<file path="src/rtl/first_fit_implicit_list_allocator_assert.svh">
// Assertion macros for the allocator.
`ifndef FIRST_FIT_IMPLICIT_LIST_ALLOCATOR_ASSERT_SVH
`define FIRST_FIT_IMPLICIT_LIST_ALLOCATOR_ASSERT_SVH
`ifndef NO_ASSERTIONS
`define FFA_ASSERT_IMPL(lbl, clk, rst, prop, msg) \
   lbl: assert property (@(posedge clk) disable iff (rst) prop) else $error(msg);
`define FFA_ASSERT_NORST(lbl, clk, prop, msg) \
   lbl: assert property (@(posedge clk) prop) else $error(msg);
`else
`define FFA_ASSERT_IMPL(lbl, clk, rst, prop, msg)
`define FFA_ASSERT_NORST(lbl, clk, prop, msg)
`endif
`endif

</file>
<file path="src/rtl/ffa_pkg.sv">
package ffa_pkg;
   localparam int ArenaBytes = 65536;
   localparam int AddrW = 17;
   localparam int SlotW = 14;            // 4-byte slots
   localparam int StoreDepth = ArenaBytes / 4;
   localparam int HdrW = 18;             // used mark + 17-bit size

   typedef enum logic [1:0] {
      CMD_ALLOC = 2'd0, CMD_FREE = 2'd1, CMD_DEFRAG = 2'd2, CMD_INFO = 2'd3
   } cmd_type;

   typedef enum logic [1:0] {
      ST_OK = 2'd0, ST_NO_SPACE = 2'd1, ST_ZERO_REQ = 2'd2, ST_NOT_STARTED = 2'd3
   } status_type;

   typedef enum logic [3:0] {
      OP_NONE, OP_LATCH, OP_CUR_RESET, OP_READ_CUR, OP_READ_NXT, OP_READ_FREE,
      OP_ALLOC_SPLIT_TAIL, OP_ALLOC_HEAD, OP_ALLOC_EXTEND, OP_FREE_WRITE,
      OP_INFO_ACC, OP_STEP_CUR, OP_NXT_START, OP_NXT_STEP, OP_MERGE_WRITE
   } dp_op_type;

   typedef struct packed {
      dp_op_type op;
   } dp_cmd_type;

   typedef struct packed {
      logic       zero_req;
      logic       started;
      logic       cur_in_heap;
      logic       nxt_in_heap;
      logic       hdr_short;
      logic       hdr_used;
      logic       fits;
      logic       split;
      logic       extend_ok;
      logic       free_valid;
      cmd_type    cmd;
   } dp_status_type;
endpackage

</file>
<file path="src/rtl/ffa_ctrl.sv">
module ffa_ctrl import ffa_pkg::*; (
   input  logic          clock,
   input  logic          reset,
   input  logic          start,
   output logic          busy,
   input  dp_status_type sts,
   output dp_cmd_type    cmd,
   output logic          done,
   output logic [1:0]    status
);
   typedef enum logic [3:0] {
      S_IDLE, S_PREP, S_DISPATCH, S_A_RD, S_A_CHK, S_A_TAIL, S_EXT,
      S_F_RD, S_F_WR, S_I_RD, S_I_CHK, S_D_RD, S_D_CHK, S_N_RD, S_N_CHK, S_DONE
   } state_type;

   state_type  state_ff, state_in;
   logic       busy_ff, done_ff, done_in;
   logic [1:0] status_ff, status_in;

   always_comb begin
      state_in  = state_ff;
      cmd.op    = OP_NONE;
      done_in   = 1'b0;
      status_in = status_ff;
      case (state_ff)
         S_IDLE: if (start) begin cmd.op = OP_LATCH; state_in = S_PREP; end
         S_PREP: state_in = S_DISPATCH; // need settles
         S_DISPATCH: begin
            status_in = ST_OK;
            case (sts.cmd)
               // zero request leaves the heap unstarted
               CMD_ALLOC: if (sts.zero_req) begin
                  status_in = ST_ZERO_REQ; state_in = S_DONE;
               end else begin cmd.op = OP_CUR_RESET; state_in = S_A_RD; end
               CMD_FREE: begin
                  cmd.op = OP_CUR_RESET;
                  state_in = sts.free_valid ? S_F_RD : S_DONE;
               end
               CMD_DEFRAG: begin cmd.op = OP_CUR_RESET; state_in = S_D_RD; end
               default: begin
                  cmd.op = OP_CUR_RESET;
                  if (!sts.started) begin
                     status_in = ST_NOT_STARTED; state_in = S_DONE;
                  end else state_in = S_I_RD;
               end
            endcase
         end
         S_A_RD: if (sts.cur_in_heap) begin
            cmd.op = OP_READ_CUR; state_in = S_A_CHK;
         end else state_in = S_EXT;
         S_A_CHK: begin
            cmd.op = OP_READ_CUR;
            if (sts.hdr_short) state_in = S_EXT;
            else if (!sts.hdr_used && sts.fits) begin
               if (sts.split) begin cmd.op = OP_ALLOC_SPLIT_TAIL; state_in = S_A_TAIL; end
               else begin cmd.op = OP_ALLOC_HEAD; state_in = S_DONE; end
            end else begin cmd.op = OP_STEP_CUR; state_in = S_A_RD; end
         end
         S_A_TAIL: begin cmd.op = OP_ALLOC_HEAD; state_in = S_DONE; end
         S_EXT: begin
            if (sts.extend_ok) cmd.op = OP_ALLOC_EXTEND;
            else status_in = ST_NO_SPACE;
            state_in = S_DONE;
         end
         S_F_RD: begin cmd.op = OP_READ_FREE; state_in = S_F_WR; end
         S_F_WR: begin cmd.op = OP_FREE_WRITE; state_in = S_DONE; end
         S_I_RD: if (sts.cur_in_heap) begin
            cmd.op = OP_READ_CUR; state_in = S_I_CHK;
         end else state_in = S_DONE;
         S_I_CHK: if (sts.hdr_short) state_in = S_DONE;
            else begin cmd.op = OP_INFO_ACC; state_in = S_I_RD; end
         S_D_RD: if (sts.cur_in_heap) begin
            cmd.op = OP_READ_CUR; state_in = S_D_CHK;
         end else state_in = S_DONE;
         S_D_CHK: begin
            cmd.op = OP_READ_CUR;
            if (sts.hdr_short) state_in = S_DONE;
            else if (sts.hdr_used) begin cmd.op = OP_STEP_CUR; state_in = S_D_RD; end
            else begin cmd.op = OP_NXT_START; state_in = S_N_RD; end
         end
         S_N_RD: if (sts.nxt_in_heap) begin
            cmd.op = OP_READ_NXT; state_in = S_N_CHK;
         end else begin cmd.op = OP_MERGE_WRITE; state_in = S_D_RD; end
         S_N_CHK: begin
            cmd.op = OP_READ_NXT;
            if (sts.hdr_used || sts.hdr_short) begin
               cmd.op = OP_MERGE_WRITE; state_in = S_D_RD;
            end else begin cmd.op = OP_NXT_STEP; state_in = S_N_RD; end
         end
         S_DONE: begin done_in = 1'b1; state_in = S_IDLE; end
         default: state_in = S_IDLE;
      endcase
   end

   always_ff @(posedge clock) begin
      if (reset) begin
         state_ff  <= S_IDLE;
         busy_ff   <= 1'b0;
         done_ff   <= 1'b0;
         status_ff <= ST_OK;
      end else begin
         state_ff  <= state_in;
         busy_ff   <= (state_in != S_IDLE);
         done_ff   <= done_in;
         status_ff <= status_in;
      end
   end

   assign busy   = busy_ff;
   assign done   = done_ff;
   assign status = status_ff;
endmodule

</file>
<file path="config.mk">
export PLATFORM = sky130hd
export DESIGN_NAME = ffa_ctrl
export DESIGN_NICKNAME = d
export VERILOG_FILES = /design/src/rtl/first_fit_implicit_list_allocator_assert.svh /design/src/rtl/ffa_pkg.sv /design/src/rtl/ffa_ctrl.sv
export SDC_FILE = /design/constraint.sdc
export NUM_CORES = 1
export LEC_CHECK = 0
export ABC_CLOCK_PERIOD_IN_PS = 1450
export BUFFER_PORTS_ARGS = -buffer_cell sky130_fd_sc_hd__buf_2
export CAP_MARGIN = 20
export CORE_MARGIN = 3
export CORE_UTILIZATION = 30
export DETAILED_ROUTE_END_ITERATION = 8
export GPL_TIMING_DRIVEN = 0
export HOLD_SLACK_MARGIN = 0.02
export PLACE_DENSITY = 0.58
export SLEW_MARGIN = 20
export SYNTH_ARGS = -nofsm -noshare
export SYNTH_HDL_FRONTEND = slang
export SYNTH_SLANG_ARGS = --single-unit
</file>
<file path="constraint.sdc">
create_clock -name clock -period 1.45 [get_ports clock]
set_clock_uncertainty 0.05 [all_clocks]
set_input_delay 0 -clock clock [delete_from_list [all_inputs] [get_ports clock]]
set_output_delay 0 -clock clock [all_outputs]
set_load 0.01 [all_outputs]
</file>
# Yosys cells after proc, flatten, opt, wreduce, memory -nomap -nowiden
# Index checks and enable logic that the tools add are counted.
# classes
eq_ne	18
mux	37
reduce_logical	11
# ops
op	count
one-hot mux 4 bit (14 select lines)	1
2-to-1 mux 4 bit	13
one-hot mux 4 bit (12 select lines)	1
== test 4 bit, second input constant	8
2-to-1 mux 3 bit	8
== test 4 x 3 -> 1 bit, second input constant	4
2-to-1 mux 2 bit	8
one-hot mux 4 bit (3 select lines)	1
== test 4 x 2 -> 1 bit, second input constant	2
one-hot mux 2 bit (2 select lines)	2
OR reduction 3 bit	2
== test 4 x 1 -> 1 bit, second input constant	1
logical NOT 4 bit	1
nonzero test 4 bit	1
2-to-1 mux 1 bit	3
== test 2 x 1 -> 1 bit, second input constant	1
== test 2 bit, second input constant	1
logical NOT 2 bit	1
!= test 2 bit, second input constant	1
AND reduction 2 bit	1
nonzero test 2 bit	1
OR reduction 2 bit	1
logical AND 1 bit	1
logical NOT 1 bit	1
logical OR 1 bit	1
# totals
regBits	8
in_bits	15
out_inout_bits	8

# Depth between registers and ports, before layout
# depth
ltp_word	6
depth_mapped	6
depth_no_buf	5

# Worst setup path after synthesis
# OpenSTA, ideal clock, no wires.
# synth_timing
path_kind	register to register
from	register state_ff[2]
to	register busy_ff, in the netlist busy
setup_ps	135
arrival_ps	1271
required_ps	1265
path_slack_ps	-5
stages_incl_launch_ff	7
period_less_slack_ps	1455
path_cell_list	dfxtp_1 -> buf_6 -> and2b_4 -> a22o_1 -> a222oi_1 -> a21o_1 -> a41oi_2
# synth_between
elab_chain_len	4
word_cells_on_any_way	20
classes_between	eq/ne (15); mux (2); reduce/logical (3)
# synth_lines
element	line_no	text
start, declared	ffa_ctrl.sv:16	state_type state_ff, state_in;
start signal, assigned	ffa_ctrl.sv:102	state_ff <= state_in;
== test 4 x 3 -> 1 bit / == test 4 bit (equally long branches)	ffa_ctrl.sv:25	case (state_ff)
OR reduction 3 bit (no source line)	--	
one-hot mux 4 bit (14 select lines) (*)	ffa_ctrl.sv:25	
nonzero test 4 bit (*)	ffa_ctrl.sv:103	busy_ff <= (state_in != S_IDLE);
end signal, assigned	ffa_ctrl.sv:103	
end, declared	ffa_ctrl.sv:17	logic busy_ff, done_ff, done_in;
# Every way passes the cells marked *; elsewhere a longest branch is shown, timed or not.
# A chain may end at the register's enable or synchronous reset.

==> flow_summary_export.csv <==
group,metric,value,unit
synth,synth_seq_cells,8,
clock_network,ctsHoldBuffers,0,
finish,area_growth,35.41,%
worst_hold_path,hold_path.class,"in2reg",
routing,wl_per_cell,15.18,um
finish,fill_cells,249,
setup_path,arrival,1.58,ns
clock_network,cts_tree,"built",
clock_network,clockBufferDepth,2,
setup_path,worstPathMaxFanout,5,
routing,vias,978,
floorplan,die_w,57.14,um
sta,fmax,611.9,MHz
finish,multi_input_area,581.8,um^2
flow_run,drv_cap,0,
routing,finalWirelength,2550,um
setup_path,endpoint,"cmd[1]",
finish,drive_above_1_share,39.29,%
sta,fin_crit_sh,112.7,%
finish,fin_util,45.40,%
floorplan,die_area,3264,um^2
setup_path,reg2reg_depth,5,
clock_network,root_buffer,"clkbuf_4",
setup_path,crit_type,"reg2out",
routing,drtIter0Drc,53,
global_route,antenna_found_initial,0,
outcome,status,"complete, but fails checks",
sta,setup_ws,-0.1842,ns
setup_path,regToRegStartpoint,"state_ff[1]",
floorplan,start_util,33.53,%
pwr,power_density,1900,nW/um^2
clock_network,cts_buffers,3,
routing,drc,0,
global_route,grt_max_degree,11,
finish,antenna-diode-count,0,
synth,synthFlopType,"dfxtp_1",
clock_network,clk_latency,0.25,ns
global_route,grt_pass1_wl,4036,um
routing,firstDrtPassIters,4,
clock_network,cts.sinks,8,
placed_design,dp_slack,-0.1338,ns
pwr,total_power,2.018,mW
routing,via_per_inst,5.821,
pwr,vdd_ir_drop_max,0.9455,mV
routing,antenna_left,0,
synth,synthArstFlopShare,0,%
sta,setup_viol,5,
setup_path,required,1.40,ns
sta,drv_slew,0,
sta,slew_headroom,66.25,%
synth,ys_types,44,
setup_path,worst_setup_path_end_kind,"primary output",
setup_path,crit_start,"state_ff[2]",
synth,synth_area,784.5,um^2
global_route,grt_pass1_vias,956,
floorplan,coreArea,2340,um^2
global_route,overflow,0,
finish,ff_latch_area,162.7,um^2
clock_network,path_clk_slew,0.05,ns
synth,syn_area_per_cell,7.197,um^2
setup_path,start_kind,"flip-flop",
floorplan,die_h,57.14,um
sta,rsz0062_at_grt,"yes",
setup_path,r2r-end,"busy",
outcome,violations,"setup timing",
pwr,p_leak,0.4613,nW
placed_design,port_buffers,21,
floorplan,io_pins,23,
finish,nets,157,
sta,hold_viol,0,
global_route,gr-usage-all-layers,15.04,%
synth,syn-num-nets,124,
synth,yosysSeqAreaShare,20.41,%
placed_design,dp_hpwl,1773,um
placed_design,gp_congestion,0.8874,
clock_network,ctsHtreeMaxLevel,1,
floorplan,rows,17,
sta,worst_pin_slew,0.5044,ns
sta,period_needed,1.634,ns
setup_path,r2r_slack,-0.16,ns
synth,synth_cells,109,
synth,yosysWarnings,0,
synth,synth_edf_count,0,
logic make-up after synthesis:
kind of cell,Yosys count,synth area share [%]
flip-flops,8,20.41
AND/OR/NAND/NOR,45,31.90
buffers and inverters,15,9.409
AO/OA/AOI/OAI,40,37.16
XOR/XNOR,1,1.117
synthesized netlist by cell type, types with 2 or more instances:
cell      instances  area (um^2)
a31oi_1           2        12.51
a21oi_1           6        30.03
o22ai_1           7        43.79
dfxtp_1           8        160.2
nand3_1           5        25.02
o21ai_0           6        30.03
nor2b_1           4        25.02
a221oi_1          2        17.52
nor2_4            2        22.52
a22oi_1           2        15.01
nand4_1           3        18.77
nand2_1          10        37.54
buf_2             5        25.02
inv_1             6        22.52
nor2_1           12        45.04
worst min-delay path by stage:
stage / end / slack [ns] / cells after the start / from
4_1_cts: status[1] / 0.03 / 2 / reset
3_5_place_dp: state_ff[1] / 0.30 / 2 / reset
6_report: status[1] / 0.03 / 2 / reset
5_1_grt: status[0] / 0.07 / 3 / sts[10]
2_1_floorplan: status[0] / 0.15 / 2 / sts[0]
3_3_place_gp: state_ff[1] / 0.28 / 2 / reset
cell usage in the layout, fill, tap and decap left out, types with 2 or more instances in the layout:
| master | count |
|---|---|
| a22oi_1 | 2 |
| nand2_1 | 9 |
| nand3_1 | 5 |
| inv_1 | 6 |
| dfxtp_2 | 2 |
| buf_6 | 4 |
| nand4_1 | 3 |
| dfxtp_1 | 6 |
| buf_2 | 23 |
| nor2b_1 | 3 |
| o22ai_1 | 6 |
| a31oi_1 | 2 |
| buf_4 | 8 |
| o21ai_0 | 6 |
| a21oi_1 | 6 |
| nor2_4 | 2 |
| clkbuf_4 | 3 |
| nor2_1 | 12 |
state kept, by name (all words and copies together) (netlist names):
name and count:
status 2, state_ff 4, busy 1, done 1
report_power, final:
group	leakage, nW	total (mW)	switching [mW]	internal, mW
registers	0.0666	0.348	0.0504	0.297
clock network	0.0138	0.163	0.0683	0.0942
logic	0.381	1.51	0.806	0.702
area by class of cell:
type / instances / area share [%]
Clock buffer: 3 / 2.120
Inverter: 6 / 2.120
Timing Repair Buffer: 28 / 14.61
Buffer: 9 / 7.774
Tap cell: 28 / 3.298
Sequential cell: 8 / 15.31
Multi-Input combinational cell: 86 / 54.77
critical path, stage by stage, from the launching register on:
cell	delay [ns]
dfxtp_2	0.32
buf_6	0.12
or3b_4	0.43
o22ai_2	0.17
nand2_2	0.08
o2111ai_2	0.08
buf_2	0.15
through the flow:
step                hold WS, ns  std cells  instance area [um^2]  TNS, ns
finish                  0.03218        168                  1062  -0.7663
global route            0.07415        168                  1062   -1.406
CTS                     0.03229        163                  1002  -0.7697
detailed placement       0.3015        158                 924.6  -0.2395
global placement         0.2799        158                 924.6  -0.2568
floorplan                0.1530        109                 784.5        0
layer usage:
| metal | part of all wire, % | wire length [um] | track usage (%) |
|---|---|---|---|
| met1 | 44 | 1111 | 19.30 |
| met3 | 6.3 | 161 | 1.810 |
| met5 | 0 | 0 | 0 |
| met2 | 48 | 1235 | 24.31 |
| met4 | 1.6 | 41 | 8.278 |
what timing repair did:
action,CTS,global route
pin swaps,2,5
hold endpoints to repair,0,0
gates cloned,0,1
endpoints found under the setup margin,8,9
buffers inserted,2,4
gates resized for setup,11,8
(Power assumes the default switching activity.)
